--- src/rtl/assert_macros.svh ---
// Assertion macros shared by the decoder RTL.
`ifndef ASSERT_MACROS_SVH
`define ASSERT_MACROS_SVH
`ifndef ASSERT_OFF
// Checks an implication or expression on every rising clock edge outside reset.
`define ASSERT_RST(lbl, clk, rst_n, prop, msg) \
	lbl: assert property (@(posedge clk) disable iff (!rst_n) (prop)) else $error(msg);
// Checks that a condition in one cycle is followed by another in the next.
`define ASSERT_NEXT(lbl, clk, rst_n, pre, post, msg) \
	lbl: assert property (@(posedge clk) disable iff (!rst_n) (pre) |=> (post)) else $error(msg);
`else
`define ASSERT_RST(lbl, clk, rst_n, prop, msg)
`define ASSERT_NEXT(lbl, clk, rst_n, pre, post, msg)
`endif
`endif

--- src/rtl/sid_pkg.sv ---
// Shared types, constants and the operation table of the SIC/XE decoder.
`timescale 1ns / 1ps
`default_nettype none
package sid_pkg;

	localparam int SYMBOL_SLOTS  = 64;
	localparam int LITERAL_SLOTS = 16;

	localparam int SYM_AW = (SYMBOL_SLOTS > 1) ? $clog2(SYMBOL_SLOTS) : 1;
	localparam int LIT_AW = (LITERAL_SLOTS > 1) ? $clog2(LITERAL_SLOTS) : 1;
	localparam int TBL_AW = (SYM_AW > LIT_AW) ? SYM_AW : LIT_AW;

	localparam int ADDR_W = 20;
	localparam int SLOT_W = 6;
	localparam int DIG_W  = 8;
	localparam int SYM_W  = ADDR_W;
	localparam int LIT_W  = ADDR_W + DIG_W;

	localparam int IN_TDATA_W  = 72;
	localparam int IN_TUSER_W  = 2;
	localparam int OUT_TDATA_W = 80;

	localparam logic [7:0] OP_RSUB  = 8'h4C;
	localparam logic [7:0] OP_CLEAR = 8'hB4;
	localparam logic [7:0] OP_LDB   = 8'h68;

	localparam logic [ADDR_W-1:0] DISP_HALF = 20'h007FF;
	localparam logic [ADDR_W-1:0] DISP_SPAN = 20'h01000;
	localparam logic [ADDR_W-1:0] PC_STEP   = 20'd3;

	localparam logic [2:0] FMT_DATA = 3'd0;
	localparam logic [2:0] FMT_2    = 3'd2;
	localparam logic [2:0] FMT_3    = 3'd3;
	localparam logic [2:0] FMT_4    = 3'd4;

	localparam logic [1:0] MODE_SIMPLE    = 2'd0;
	localparam logic [1:0] MODE_INDIRECT  = 2'd1;
	localparam logic [1:0] MODE_IMMEDIATE = 2'd2;

	localparam int OP_COUNT = 43;
	localparam logic [7:0] OPCODE_SET [OP_COUNT] = '{
		8'h18, 8'h58, 8'h40, 8'hB4, 8'h28, 8'h88, 8'h24, 8'h64, 8'h3C, 8'h30, 8'h34,
		8'h38, 8'h48, 8'h00, 8'h68, 8'h50, 8'h70, 8'h08, 8'h6C, 8'h74, 8'h04, 8'hD0,
		8'h20, 8'h60, 8'h44, 8'hD8, 8'h4C, 8'hEC, 8'h0C, 8'h78, 8'h54, 8'h80, 8'hD4,
		8'h14, 8'h7C, 8'hE8, 8'h84, 8'h10, 8'h1C, 8'h5C, 8'hE0, 8'h2C, 8'hDC
	};

	typedef enum logic [1:0] {
		KIND_START   = 2'd0,
		KIND_DECODE  = 2'd1,
		KIND_SYMBOL  = 2'd2,
		KIND_LITERAL = 2'd3
	} kind_e_t;

	typedef enum logic [2:0] {
		OK_SYMBOL   = 3'd0,
		OK_LITERAL  = 3'd1,
		OK_VALUE    = 3'd2,
		OK_REGISTER = 3'd3,
		OK_NONE     = 3'd4
	} okind_e_t;

	typedef struct packed {
		logic [4:0]        pad;
		logic [DIG_W-1:0]  literal_digits;
		logic              entry_valid;
		logic [SLOT_W-1:0] entry_index;
		logic [31:0]       instr_bytes;
		logic [ADDR_W-1:0] address;
	} in_data_t;

	typedef struct packed {
		logic [1:0]        pad;
		logic [SLOT_W-1:0] operand_index;
		okind_e_t          operand_kind;
		logic [ADDR_W-1:0] target_address;
		logic              indexed;
		logic [1:0]        addressing_mode;
		logic              opcode_known;
		logic [7:0]        opcode;
		logic [6:0]        length_bytes;
		logic [2:0]        format;
		logic [SLOT_W-1:0] label_index;
		logic              label_found;
		logic [ADDR_W-1:0] item_address;
	} out_data_t;

	typedef struct packed {
		logic              sym_we;
		logic              lit_we;
		logic [SLOT_W-1:0] index;
		logic              valid;
		logic [ADDR_W-1:0] addr;
		logic [DIG_W-1:0]  digits;
	} tbl_wr_t;

	typedef struct packed {
		logic              start;
		logic              sel_lit;
		logic [ADDR_W-1:0] key;
	} srch_req_t;

	typedef struct packed {
		logic              busy;
		logic              done;
		logic              hit;
		logic [SLOT_W-1:0] index;
		logic [DIG_W-1:0]  digits;
	} srch_rsp_t;

	typedef struct packed {
		logic [7:0]        opcode;
		logic              known;
		logic [2:0]        format;
		logic [6:0]        len;
		logic [1:0]        mode;
		logic              indexed;
		logic [ADDR_W-1:0] target;
		logic              is_ret;
		logic              is_reg;
		logic [3:0]        nibble;
	} dec_t;

endpackage
`default_nettype wire

--- src/rtl/sicxe_instruction_decoder_core.sv ---
// Record-start and table-load requests are completed as they are accepted; a decode request
// yields its result after the literal sweep at the counter on a literal hit and after further
// table sweeps otherwise. Throughput: one request at a time, set by the table sweep, which
// reads one slot per cycle through the RAM read port.
// Reset (arst_n low, asynchronous): location counter and base register clear, every table
// slot turns unused through its valid bit, and the output register empties.
`timescale 1ns / 1ps
`default_nettype none
`include "assert_macros.svh"
module sicxe_instruction_decoder_core (
	input  wire logic                           clk,
	input  wire logic                           arst_n,
	input  wire logic                           s_axis_tvalid,
	output logic                                s_axis_tready,
	// address[19:0], instr_bytes[51:20], entry_index[57:52], entry_valid[58],
	// literal_digits[66:59], zero fill[71:67]
	input  wire logic [sid_pkg::IN_TDATA_W-1:0] s_axis_tdata,
	// kind[1:0]
	input  wire logic [sid_pkg::IN_TUSER_W-1:0] s_axis_tuser,
	output logic                                m_axis_tvalid,
	input  wire logic                           m_axis_tready,
	// item_address[19:0], label_found[20], label_index[26:21], format[29:27],
	// length_bytes[36:30], opcode[44:37], opcode_known[45], addressing_mode[47:46],
	// indexed[48], target_address[68:49], operand_kind[71:69], operand_index[77:72],
	// zero fill[79:78]
	output logic [sid_pkg::OUT_TDATA_W-1:0]     m_axis_tdata
);
	import sid_pkg::*;

	// One-hot sequencer. A decode request walks through up to four table sweeps:
	// literal at the counter, symbol at the counter (label), symbol at the target,
	// literal at the target. The decode unit finishes long before the third sweep.
	typedef enum logic [5:0] {
		ST_IDLE     = 6'b000001,
		ST_LIT_HERE = 6'b000010,
		ST_SYM_HERE = 6'b000100,
		ST_SYM_TGT  = 6'b001000,
		ST_LIT_TGT  = 6'b010000,
		ST_OUT      = 6'b100000
	} state_t;

	state_t            state_q;
	in_data_t          in_d;
	kind_e_t           kind;
	logic              accept;
	logic              dec_go;
	tbl_wr_t           wr;
	srch_req_t         srch;
	srch_rsp_t         tbl_rsp;
	dec_t              dec;
	logic              dec_rdy;
	logic              searching;

	logic [ADDR_W-1:0] lc_q;
	logic [ADDR_W-1:0] base_q;
	logic [ADDR_W-1:0] here_q;
	logic              lit_here_q;
	logic [SLOT_W-1:0] lit_idx_q;
	logic [DIG_W-1:0]  lit_dig_q;
	logic              lab_found_q;
	logic [SLOT_W-1:0] lab_idx_q;
	okind_e_t          ok_q;
	logic [SLOT_W-1:0] oi_q;

	out_data_t         res;
	logic              out_free;
	logic              out_load;
	logic              m_valid_q;
	out_data_t         m_data_q;

	assign in_d          = in_data_t'(s_axis_tdata);
	assign kind          = kind_e_t'(s_axis_tuser);
	assign s_axis_tready = (state_q == ST_IDLE);
	assign accept        = s_axis_tvalid && s_axis_tready;
	assign dec_go        = accept && (kind == KIND_DECODE);
	assign searching     = (state_q == ST_LIT_HERE) || (state_q == ST_SYM_HERE) ||
	                       (state_q == ST_SYM_TGT) || (state_q == ST_LIT_TGT);

	// Table loads write straight into the RAMs; no sweep can be running while idle.
	always_comb begin
		wr        = '0;
		wr.index  = in_d.entry_index;
		wr.valid  = in_d.entry_valid;
		wr.addr   = in_d.address;
		wr.digits = in_d.literal_digits;
		wr.sym_we = accept && (kind == KIND_SYMBOL);
		wr.lit_we = accept && (kind == KIND_LITERAL);
	end

	// After the first, each search starts in the cycle the previous sweep reports done.
	always_comb begin
		srch = '0;
		case (state_q)
			ST_IDLE: begin
				srch.start   = dec_go;
				srch.sel_lit = 1'b1;
				srch.key     = lc_q;
			end
			ST_LIT_HERE: begin
				srch.start   = tbl_rsp.done && !tbl_rsp.hit;
				srch.sel_lit = 1'b0;
				srch.key     = here_q;
			end
			ST_SYM_HERE: begin
				srch.start   = tbl_rsp.done && !dec.is_ret && !dec.is_reg;
				srch.sel_lit = 1'b0;
				srch.key     = dec.target;
			end
			ST_SYM_TGT: begin
				srch.start   = tbl_rsp.done && !tbl_rsp.hit;
				srch.sel_lit = 1'b1;
				srch.key     = dec.target;
			end
			default: begin
				srch = '0;
			end
		endcase
	end

	sid_tables u_tables (
		.clk    (clk),
		.arst_n (arst_n),
		.wr     (wr),
		.req    (srch),
		.rsp    (tbl_rsp)
	);

	sid_decode u_decode (
		.clk         (clk),
		.arst_n      (arst_n),
		.start       (dec_go),
		.instr_bytes (in_d.instr_bytes),
		.here        (lc_q),
		.base        (base_q),
		.dec         (dec),
		.rdy         (dec_rdy)
	);

	// Result assembly. A literal at the counter overrides the instruction decode.
	always_comb begin
		res              = '0;
		res.item_address = here_q;
		if (lit_here_q) begin
			res.format         = FMT_DATA;
			res.length_bytes   = lit_dig_q[DIG_W-1:1];
			res.target_address = here_q;
			res.operand_kind   = OK_LITERAL;
			res.operand_index  = lit_idx_q;
		end else begin
			res.label_found     = lab_found_q;
			res.label_index     = lab_idx_q;
			res.format          = dec.format;
			res.length_bytes    = dec.len;
			res.opcode          = dec.opcode;
			res.opcode_known    = dec.known;
			res.addressing_mode = dec.mode;
			res.indexed         = dec.indexed;
			res.target_address  = dec.target;
			res.operand_kind    = ok_q;
			res.operand_index   = oi_q;
		end
	end

	assign out_free = !m_valid_q || m_axis_tready;
	assign out_load = (state_q == ST_OUT) && out_free;

	always_ff @(posedge clk or negedge arst_n) begin
		if (!arst_n) begin
			state_q   <= ST_IDLE;
			lc_q      <= '0;
			base_q    <= '0;
			m_valid_q <= 1'b0;
		end else begin
			if (out_load) begin
				m_valid_q <= 1'b1;
			end else if (m_axis_tready) begin
				m_valid_q <= 1'b0;
			end
			case (state_q)
				ST_IDLE: begin
					if (accept && (kind == KIND_START)) begin
						lc_q <= in_d.address;
					end
					if (dec_go) begin
						state_q <= ST_LIT_HERE;
					end
				end
				ST_LIT_HERE: begin
					if (tbl_rsp.done) begin
						state_q <= tbl_rsp.hit ? ST_OUT : ST_SYM_HERE;
					end
				end
				ST_SYM_HERE: begin
					if (tbl_rsp.done) begin
						state_q <= (dec.is_ret || dec.is_reg) ? ST_OUT : ST_SYM_TGT;
					end
				end
				ST_SYM_TGT: begin
					if (tbl_rsp.done) begin
						state_q <= tbl_rsp.hit ? ST_OUT : ST_LIT_TGT;
					end
				end
				ST_LIT_TGT: begin
					if (tbl_rsp.done) begin
						state_q <= ST_OUT;
					end
				end
				ST_OUT: begin
					if (out_free) begin
						state_q <= ST_IDLE;
						lc_q    <= here_q + {{(ADDR_W - 7){1'b0}}, res.length_bytes};
						if (!lit_here_q && (dec.opcode == OP_LDB)) begin
							base_q <= dec.target;
						end
					end
				end
				default: begin
					state_q <= ST_IDLE;
				end
			endcase
		end
	end

	// Per-request bookkeeping of the sweep outcomes.
	always_ff @(posedge clk) begin
		if (dec_go) begin
			here_q      <= lc_q;
			lit_here_q  <= 1'b0;
			lab_found_q <= 1'b0;
			lab_idx_q   <= '0;
			ok_q        <= OK_NONE;
			oi_q        <= '0;
		end
		if (tbl_rsp.done) begin
			case (state_q)
				ST_LIT_HERE: begin
					lit_here_q <= tbl_rsp.hit;
					lit_idx_q  <= tbl_rsp.index;
					lit_dig_q  <= tbl_rsp.digits;
				end
				ST_SYM_HERE: begin
					lab_found_q <= tbl_rsp.hit;
					lab_idx_q   <= tbl_rsp.hit ? tbl_rsp.index : '0;
					if (dec.is_ret) begin
						ok_q <= OK_NONE;
						oi_q <= '0;
					end else if (dec.is_reg) begin
						ok_q <= OK_REGISTER;
						oi_q <= {2'b00, dec.nibble};
					end
				end
				ST_SYM_TGT: begin
					ok_q <= OK_SYMBOL;
					oi_q <= tbl_rsp.index;
				end
				ST_LIT_TGT: begin
					ok_q <= tbl_rsp.hit ? OK_LITERAL : OK_VALUE;
					oi_q <= tbl_rsp.hit ? tbl_rsp.index : '0;
				end
				default: begin
					oi_q <= oi_q;
				end
			endcase
		end
		if (out_load) begin
			m_data_q <= res;
		end
	end

	assign m_axis_tvalid = m_valid_q;
	assign m_axis_tdata  = m_data_q;

	`ASSERT_RST(a_srch_idle, clk, arst_n, srch.start |-> !tbl_rsp.busy, "search issued while a sweep runs")
	`ASSERT_RST(a_tgt_ready, clk, arst_n, (srch.start && (state_q == ST_SYM_HERE)) |-> dec_rdy, "target used before decode finished")
	`ASSERT_NEXT(a_dec_enter, clk, arst_n, dec_go, state_q == ST_LIT_HERE, "decode request did not start the literal sweep")
	`ASSERT_RST(a_done_state, clk, arst_n, tbl_rsp.done |-> searching, "sweep finished outside a search state")
endmodule
`default_nettype wire

--- src/rtl/sid_ram.sv ---
// Generic single-port-write, single-port-read RAM with registered read data.
`timescale 1ns / 1ps
`default_nettype none
module sid_ram #(
	parameter int WIDTH = 8,
	parameter int DEPTH = 16
) (
	input  wire logic                                        clk,
	input  wire logic                                        we,
	input  wire logic [((DEPTH > 1) ? $clog2(DEPTH) : 1)-1:0] waddr,
	input  wire logic [WIDTH-1:0]                            wdata,
	input  wire logic [((DEPTH > 1) ? $clog2(DEPTH) : 1)-1:0] raddr,
	output logic      [WIDTH-1:0]                            rdata
);
	logic [WIDTH-1:0] mem_q [DEPTH];

	always_ff @(posedge clk) begin
		if (we) begin
			mem_q[waddr] <= wdata;
		end
		rdata <= mem_q[raddr];
	end
endmodule
`default_nettype wire

--- src/rtl/sid_tables.sv ---
// Symbol and literal tables with their valid bits and the sequential search sweep.
`timescale 1ns / 1ps
`default_nettype none
`include "assert_macros.svh"
module sid_tables (
	input  wire logic               clk,
	input  wire logic               arst_n,
	input  wire sid_pkg::tbl_wr_t   wr,
	input  wire sid_pkg::srch_req_t req,
	output sid_pkg::srch_rsp_t      rsp
);
	import sid_pkg::*;

	logic [SYM_AW+SLOT_W-1:0] sym_ext;
	logic [LIT_AW+SLOT_W-1:0] lit_ext;
	logic                     sym_we;
	logic                     lit_we;
	logic [1:0]               we_vec;
	logic [SYMBOL_SLOTS-1:0]  sym_vld_q;
	logic [LITERAL_SLOTS-1:0] lit_vld_q;
	logic                     lit_live;
	logic [SYM_W-1:0]         sym_rdata;
	logic [LIT_W-1:0]         lit_rdata;

	logic                     run_q;
	logic                     sel_q;
	logic [ADDR_W-1:0]        key_q;
	logic [TBL_AW-1:0]        cnt_q;
	logic                     last;
	logic                     act_s1;
	logic                     last_s1;
	logic                     vld_s1;
	logic [TBL_AW-1:0]        idx_s1;
	logic                     match;
	logic                     done_q;
	logic                     hit_q;
	logic [TBL_AW-1:0]        hidx_q;
	logic [DIG_W-1:0]         hdig_q;
	logic [TBL_AW+SLOT_W-1:0] hidx_ext;

	// Slot indexes beyond the table size are dropped.
	assign sym_ext  = {{SYM_AW{1'b0}}, wr.index};
	assign lit_ext  = {{LIT_AW{1'b0}}, wr.index};
	assign sym_we   = wr.sym_we && (sym_ext < (SYM_AW + SLOT_W)'(SYMBOL_SLOTS));
	assign lit_we   = wr.lit_we && (lit_ext < (LIT_AW + SLOT_W)'(LITERAL_SLOTS));
	assign we_vec   = {sym_we, lit_we};
	// A literal with no digits never matches, so it is stored as unused.
	assign lit_live = wr.valid && (wr.digits != '0);

	always_ff @(posedge clk or negedge arst_n) begin
		if (!arst_n) begin
			sym_vld_q <= '0;
			lit_vld_q <= '0;
		end else begin
			if (sym_we) begin
				sym_vld_q[sym_ext[SYM_AW-1:0]] <= wr.valid;
			end
			if (lit_we) begin
				lit_vld_q[lit_ext[LIT_AW-1:0]] <= lit_live;
			end
		end
	end

	sid_ram #(.WIDTH(SYM_W), .DEPTH(SYMBOL_SLOTS)) u_sym_ram (
		.clk   (clk),
		.we    (sym_we),
		.waddr (sym_ext[SYM_AW-1:0]),
		.wdata (wr.addr),
		.raddr (cnt_q[SYM_AW-1:0]),
		.rdata (sym_rdata)
	);

	sid_ram #(.WIDTH(LIT_W), .DEPTH(LITERAL_SLOTS)) u_lit_ram (
		.clk   (clk),
		.we    (lit_we),
		.waddr (lit_ext[LIT_AW-1:0]),
		.wdata ({wr.digits, wr.addr}),
		.raddr (cnt_q[LIT_AW-1:0]),
		.rdata (lit_rdata)
	);

	assign last = sel_q ? (cnt_q == TBL_AW'(LITERAL_SLOTS - 1))
	                    : (cnt_q == TBL_AW'(SYMBOL_SLOTS - 1));
	assign match = act_s1 && vld_s1 &&
	               (sel_q ? (lit_rdata[ADDR_W-1:0] == key_q) : (sym_rdata == key_q));

	// Sweep control: one read per cycle, compared on the registered read data; the last match wins.
	always_ff @(posedge clk or negedge arst_n) begin
		if (!arst_n) begin
			run_q   <= 1'b0;
			sel_q   <= 1'b0;
			cnt_q   <= '0;
			act_s1  <= 1'b0;
			last_s1 <= 1'b0;
			done_q  <= 1'b0;
			hit_q   <= 1'b0;
		end else begin
			if (req.start) begin
				run_q <= 1'b1;
				sel_q <= req.sel_lit;
				cnt_q <= '0;
				hit_q <= 1'b0;
			end else begin
				if (run_q) begin
					cnt_q <= cnt_q + TBL_AW'(1);
					if (last) begin
						run_q <= 1'b0;
					end
				end
				if (match) begin
					hit_q <= 1'b1;
				end
			end
			act_s1  <= run_q;
			last_s1 <= run_q && last;
			done_q  <= act_s1 && last_s1;
		end
	end

	always_ff @(posedge clk) begin
		if (req.start) begin
			key_q <= req.key;
		end
		idx_s1 <= cnt_q;
		vld_s1 <= sel_q ? lit_vld_q[cnt_q[LIT_AW-1:0]] : sym_vld_q[cnt_q[SYM_AW-1:0]];
		if (match) begin
			hidx_q <= idx_s1;
			hdig_q <= lit_rdata[LIT_W-1:ADDR_W];
		end
	end

	assign hidx_ext   = {{SLOT_W{1'b0}}, hidx_q};
	assign rsp.busy   = run_q || act_s1;
	assign rsp.done   = done_q;
	assign rsp.hit    = hit_q;
	assign rsp.index  = hidx_ext[SLOT_W-1:0];
	assign rsp.digits = hdig_q;

	`ASSERT_RST(a_wr_quiet, clk, arst_n, (sym_we || lit_we) |-> !(run_q || act_s1), "table written during a sweep")
	`ASSERT_RST(a_wr_single, clk, arst_n, $onehot0(we_vec), "both tables written at once")
	`ASSERT_NEXT(a_sweep_runs, clk, arst_n, run_q && !last && !req.start, run_q, "sweep stopped early")
endmodule
`default_nettype wire

--- src/rtl/sid_decode.sv ---
// Instruction field decode and three-step target address calculation.
`timescale 1ns / 1ps
`default_nettype none
module sid_decode (
	input  wire logic                      clk,
	input  wire logic                      arst_n,
	input  wire logic                      start,
	input  wire logic [31:0]               instr_bytes,
	input  wire logic [sid_pkg::ADDR_W-1:0] here,
	input  wire logic [sid_pkg::ADDR_W-1:0] base,
	output sid_pkg::dec_t                  dec,
	output logic                           rdy
);
	import sid_pkg::*;

	logic              known_c;
	logic [7:0]        op_s1;
	logic              known_s1;
	logic              n_s1;
	logic              i_s1;
	logic              x_s1;
	logic              p_s1;
	logic              e_s1;
	logic [3:0]        nib_s1;
	logic [ADDR_W-1:0] addr_s1;
	logic [ADDR_W-1:0] ta_s1;
	logic [ADDR_W-1:0] pc_s1;
	logic [ADDR_W-1:0] ta_s2;
	logic [ADDR_W-1:0] tgt_q;
	logic              is_ret;
	logic              is_reg;
	logic              v_s1;
	logic              v_s2;
	logic              rdy_q;

	always_comb begin
		known_c = 1'b0;
		for (int k = 0; k < OP_COUNT; k++) begin
			if (OPCODE_SET[k] == {instr_bytes[31:26], 2'b00}) begin
				known_c = 1'b1;
			end
		end
	end

	assign is_ret = (op_s1 == OP_RSUB);
	assign is_reg = (op_s1 == OP_CLEAR);

	// Step one: fields, base-relative sum and pc; step two: sign fold of the
	// displacement; step three: pc-relative sum and target selection.
	always_ff @(posedge clk) begin
		if (start) begin
			op_s1    <= {instr_bytes[31:26], 2'b00};
			known_s1 <= known_c;
			n_s1     <= instr_bytes[25];
			i_s1     <= instr_bytes[24];
			x_s1     <= instr_bytes[23];
			p_s1     <= instr_bytes[21];
			e_s1     <= instr_bytes[20];
			nib_s1   <= instr_bytes[23:20];
			addr_s1  <= instr_bytes[19:0];
			ta_s1    <= {8'd0, instr_bytes[19:8]} + (instr_bytes[22] ? base : '0);
			pc_s1    <= here + PC_STEP;
		end
		ta_s2 <= (p_s1 && (ta_s1 > DISP_HALF)) ? (ta_s1 - DISP_SPAN) : ta_s1;
		if (is_ret || is_reg) begin
			tgt_q <= '0;
		end else if (e_s1) begin
			tgt_q <= addr_s1;
		end else if (p_s1) begin
			tgt_q <= ta_s2 + pc_s1;
		end else begin
			tgt_q <= ta_s2;
		end
	end

	always_ff @(posedge clk or negedge arst_n) begin
		if (!arst_n) begin
			v_s1  <= 1'b0;
			v_s2  <= 1'b0;
			rdy_q <= 1'b0;
		end else begin
			v_s1 <= start;
			v_s2 <= v_s1 && !start;
			if (start) begin
				rdy_q <= 1'b0;
			end else if (v_s2) begin
				rdy_q <= 1'b1;
			end
		end
	end

	always_comb begin
		dec         = '0;
		dec.opcode  = op_s1;
		dec.known   = known_s1;
		dec.target  = tgt_q;
		dec.is_ret  = is_ret;
		dec.is_reg  = is_reg;
		dec.nibble  = nib_s1;
		if (is_ret) begin
			dec.format = FMT_3;
			dec.len    = 7'd3;
		end else if (is_reg) begin
			dec.format = FMT_2;
			dec.len    = 7'd2;
		end else begin
			dec.format  = e_s1 ? FMT_4 : FMT_3;
			dec.len     = e_s1 ? 7'd4 : 7'd3;
			dec.indexed = x_s1;
			if (n_s1 == i_s1) begin
				dec.mode = MODE_SIMPLE;
			end else if (n_s1) begin
				dec.mode = MODE_INDIRECT;
			end else begin
				dec.mode = MODE_IMMEDIATE;
			end
		end
	end

	assign rdy = rdy_q;
endmodule
`default_nettype wire
--- config.mk ---
export PLATFORM = sky130hd
export DESIGN_NAME = sicxe_instruction_decoder_core
export DESIGN_NICKNAME = d
export VERILOG_FILES = /design/src/rtl/sid_pkg.sv /design/src/rtl/sicxe_instruction_decoder_core.sv /design/src/rtl/sid_ram.sv /design/src/rtl/sid_tables.sv /design/src/rtl/sid_decode.sv
export VERILOG_INCLUDE_DIRS = /design/src /design/src/rtl
export SDC_FILE = /design/constraint.sdc
export NUM_CORES = 2
export LEC_CHECK = 0
export ABC_AREA = 1
export ABC_CLOCK_PERIOD_IN_PS = 10800
export BUFFER_PORTS_ARGS = -buffer_cell sky130_fd_sc_hd__buf_4
export CORE_ASPECT_RATIO = 0.9
export CORE_MARGIN = 3
export CORE_UTILIZATION = 60
export CTS_BUF_LIST = sky130_fd_sc_hd__clkbuf_4 sky130_fd_sc_hd__clkbuf_8
export DETAILED_ROUTE_END_ITERATION = 12
export PLACE_DENSITY_LB_ADDON = 0.08
export SLEW_MARGIN = 20
export SYNTH_ARGS = -nofsm -noshare
export SYNTH_HDL_FRONTEND = slang
export SYNTH_SLANG_ARGS = --single-unit
--- constraint.sdc ---
create_clock -name clk -period 10.8 [get_ports clk]
set_clock_uncertainty 0.15 [all_clocks]
set_input_delay 0.54 -clock clk [delete_from_list [all_inputs] [get_ports clk]]
set_output_delay 0.54 -clock clk [all_outputs]
set_load 0.05 [all_outputs]
# After elaboration in Yosys (flattened, before gate mapping)
# Memory sizes are Yosys's and may differ from the RTL's. A register that Yosys moved wholly into a read port is not among the register bits.
# Cells that the tools add are included.
# word_totals
regBits,423
ramBits,1728
elab_cells,250
memories,2
# mem_list
name,depth,width,read_ports,rd_ports_with_merged_regs,wr,line,text
u_tables.u_sym_ram.mem_q,64,20,1,1,1,sid_ram.sv:15,logic [WIDTH-1:0] mem_q [DEPTH];
u_tables.u_lit_ram.mem_q,16,28,1,1,1,sid_ram.sv:15,
# op_classes
add_sub_neg,6
order_cmp,9
n_eq_ne,67
muxes,73
n_reduce_logical,41
# ops
cell,count
$mux 20,6
$mux 6,19
$eq 5x6->1 const A,16
$pmux 22 s4,1
$eq 6x6->1 const A,11
$bwmux 64,1
$eq 4x6->1 const A,8
$reduce_or 42->1,1
$eq 20x20->1,2
$pmux 20 s2,1
$pmux 6 s6,1
$mux 10,3
$mux 29,1
$mux 1,25
$eq 3x6->1 const A,4
$pmux 6 s4,1
$lt 6x7->1 const B,3
$add 12x20->20,1
$add 20x2->20 const B,1
$add 20x20->20,1
$add 20x7->20,1
$gt 20x11->1 const B,1
$logic_and 1x1->1,20
$sub 20x13->20 const B,1
other kinds (38),66

# Logic depth before layout (Yosys ltp)
# logic_depth
depth_word,8
mapped_depth,20
depth_no_buf,19

# Cells and area by module
# From an unflattened synthesis, not the netlist that was laid out.
# hier_totals
cells_unflattened,8587
area_unflattened_um2,92817.8
# by_module_without_submodules
module,n_inst,cells_each,area_per_inst_um2
sid_ram (u_tables.u_sym_ram),1,4373,52123.7
sid_ram (u_tables.u_lit_ram),1,1858,19782.7
sicxe_instruction_decoder_core,1,819,7986.4
sid_decode,1,782,6538.8
sid_tables,1,755,6386.1

# Worst setup path before layout
# OpenSTA, ideal clock, no wires.
# synth_path
path_kind,flip-flop to flip-flop
from,reg state_q[1]
to,reg base_q[10]
setup_ns,0.130
t_arrival_ns,3.710
path_slack_ns,6.811
stages_incl_launch_ff,10
path_buffers,1
synth_period_minus_slack_ns,3.989
path_cell_list,dfrtp_1 -> nor2_1 -> inv_1 -> nor2_2 -> nand3_1 -> nor2_2 -> nand3_1 -> clkbuf_1 -> nand2_1 -> o21ai_0
# synth_via
elab_chain_cells,2
# synth_lines
element,line,text
start: declaration,sicxe_instruction_decoder_core.sv:42,state_t state_q;
start signal: assignment,sicxe_instruction_decoder_core.sv:190,state_q <= tbl_rsp.hit ? ST_OUT : ST_SYM_HERE;
start signal: assignment,sicxe_instruction_decoder_core.sv:195,state_q <= (dec.is_ret || dec.is_reg) ? ST_OUT : ST_SYM_TGT;
start signal: assignment,sicxe_instruction_decoder_core.sv:200,state_q <= tbl_rsp.hit ? ST_OUT : ST_LIT_TGT;
$eq 6x6->1,sicxe_instruction_decoder_core.sv:179,case (state_q)
$reduce_and 3->1 (no source line),n/a,
end signal: assignment,sicxe_instruction_decoder_core.sv:213,base_q <= dec.target;
end: declaration,sicxe_instruction_decoder_core.sv:55,logic [ADDR_W-1:0] base_q;
# No other way between the ends.
# A chain may end at the register's enable or synchronous reset.

==> metrics.yaml <==
drv_cap: 0
drtIter0Drc: 8036
cts_post_setup_buffers_inserted: 0
rows: 133
crit_fanout: 187
synth_top_area_share_pct: 65.3
cts_hold_buf: 70
cts_tree: "done"
yosysWarnings: 0
setup-tns-final_ps: 0
post-dp-hpwl_mm: 130
crit_arrival_ps: 5560
insertion_delay_ps: 1060
pwr-share-seq_pct: 55.9
yosysUniqueCellTypes: 55
min_path_type: "in2reg"
track_usage_pct: 31.4
start_util_pct: 60.6
hold_viol: 0
criticalPathCategory: "reg2reg"
ys_seq_elements: 2177
port_buffers: 150
internal-power_mw: 13.0
ant_nets: 0
swShare_pct: 20.5
cts_resized: 0
area_delta_synth_final_pct: 11.4
die-width_um: 412
core_area_um2: 147000
rsz0062_at_grt: "false"
crit_path_end_kind: "register"
setup_violations: 0
synth_flop_cell: "edfxtp_1"
drt-wirelength-per-cell_um: 23.9
nets: 7922
critPathLaunchType: "register"
dieArea_um2: 153000
cts_buffers: 354
clock_path_buffers: 4
synthCells: 7567
drc: 0
pwr-share-clk_pct: 42.8
fin_cells: 10000
fin_crit_ps: 4750
drive_gt1_share_pct: 10.9
total_power_mw: 16.4
grt_pass1_wl_mm: 356
synth-edff-count: 1933
synth_area_leader_cell: "edfxtp_1"
io_pins: 160
cts_root_buf: "clkbuf_8"
avgSynthCellArea_um2: 11.7
status: "completed"
synthMostInstantiatedCell: "edfxtp_1"
fillCellCount: 10600
leakagePower_nw: 35.0
yosys-top-cells-count: "edfxtp_1 (1933), nor2_1 (1219), nand2_1 (1090), o21ai_0 (988), inv_1 (405)"
power.density_nw_per_um2: 166
yosysSeqAreaShare_pct: 71.6
gp_congestion: 0.931
hold_slack_ps: 71.1
worst_pin_slew_ps: 1140
num_vias: 60000
dieHeight_um: 371
cp.required_ps: 11610
combPwrFrac_pct: 1.4
fin_crit_sh_pct: 43.9
clk_pin_slew_ps: 60
async_flop_share_pct: 6.38
first_global_vias: 56200
peakVddDrop_mv: 0.176
routed_via_density: 5.99
antenna_found_initial: 10
synthTopCellsByArea: "edfxtp_1 (65%), o21ai_0 (5.6%), nor2_1 (5.2%)"
drv_slew: 0
wirelength_mm: 240
first_pass_iters: 6
dp_cells: 9330
syn-cell-area_um2: 88800
grt_max_degree: 206
overflow: 0
fmax_mhz: 211
cts-htree-levels: 5
clock-sinks: 2177
p_switching_mw: 3.36
relSlewSlack_pct: 23.5
==> metal layers <==
layer	global-route usage (%)	share of wire (%)
met1	47.2	43
met2	45.5	44
met3	6.75	10
met4	11.1	3.2
met5	0	0.0054
==> registers in the layout, summed over array words and instances (netlist names), 7 cells and up <==
| signal | count |
|---|---|
| base_q | 20 |
| here_q | 20 |
| lc_q | 20 |
| lit_dig_q | 7 |
| m_axis_tdata | 76 |
| u_decode.addr_s1 | 20 |
| u_decode.pc_s1 | 20 |
| u_decode.ta_s1 | 20 |
| u_decode.ta_s2 | 20 |
| u_decode.tgt_q | 20 |
| u_tables.hdig_q | 7 |
| u_tables.key_q | 20 |
| u_tables.lit_vld_q | 16 |
| u_tables.sym_vld_q | 64 |
| u_tables.u_lit_ram.mem_q | 432 |
| u_tables.u_lit_ram.rdata | 27 |
| u_tables.u_sym_ram.mem_q | 1280 |
| u_tables.u_sym_ram.rdata | 20 |
==> cell families after synthesis <==
group,synth area share (%)
and+or+nand+nor,12.9
AOI/OAI and AO/OA,10.2
DFF,71.6
adders and majority gates,0.645
other,0.00422
xor gates and xnor gates,0.572
muxes,0.0451
buffers and inverters,3.98
==> power by group through the flow <==
stage	Combinational [mW]	Clock (mW)	Sequential [mW]
2_1_floorplan	0.0360	0	9.33
3_3_place_gp	0.193	0	9.33
3_5_place_dp	0.199	0	9.33
4_1_cts	0.222	7.10	9.16
5_1_grt	0.240	7.50	9.15
6_report	0.223	7.01	9.16
==> path summary, 6_finish.rpt <==
kind | startpoint | end | slack (ps) | cells after the start
worst min register to register | u_decode.ta_s1[0] | u_decode.ta_s2[0] | 190 | 0
worst min-delay path | s_axis_tdata[3] | u_tables.u_sym_ram.mem_q[20][3] | 70 | 1
min in group asynchronous | arst_n | u_tables.done_q | 580 | 3
worst max-delay path | u_tables.cnt_q[0] | u_tables.u_sym_ram.rdata[7] | 6050 | 11
max in group asynchronous | arst_n | u_tables.cnt_q[0] | 8360 | 4
worst max register to register | u_tables.cnt_q[0] | u_tables.u_sym_ram.rdata[7] | 6050 | 11
==> worst max-delay path, stage by stage (launching register included) <==
cell and delay (ps):
dfrtp_4 870, buf_12 540, buf_4 810, buf_4 910
nor2_1 110, nor2_1 120, o21ai_0 130, o211ai_1 150
nand3_1 140, nand3b_1 370, nand2_1 100, nand2_1 70
==> metrics by stage <==
step	setup WS, ps	instance area, um2	utilization (%)
floorplan	6810	88800	-
global placement	6160	91300	62.3
detailed placement	6100	91400	62.3
CTS	6100	98900	67.5
global route	5700	99000	67.5
finish	6050	99000	67.5
==> placed cells by master, fill, tap and decap left out, types with 69 or more instances in the layout <==
master,instances
nor2_1,1202
a21oi_1,118
o22ai_1,162
nand3_1,389
inv_1,392
clkbuf_8,386
clkinv_1,71
o21ai_0,988
nand2_1,1090
dfrtp_1,134
edfxtp_1,1933
dlygate4sd3_1,69
o211ai_1,180
clkbuf_4,115
dfxtp_1,104
buf_4,227
==> area by class of cell <==
class / count / area (um2) / share of cell area, %
inverter: 417 / 1600 / 1.62
multi-input combinational: 4543 / 21800 / 22.0
antenna: 9 / 22.5 / 0.0228
clock inverter: 114 / 687 / 0.694
sequential: 2177 / 63600 / 64.3
tap: 1957 / 2450 / 2.47
timing repair buffer: 307 / 2610 / 2.63
clock buffer: 501 / 6180 / 6.24
(Power assumes the default switching activity.)
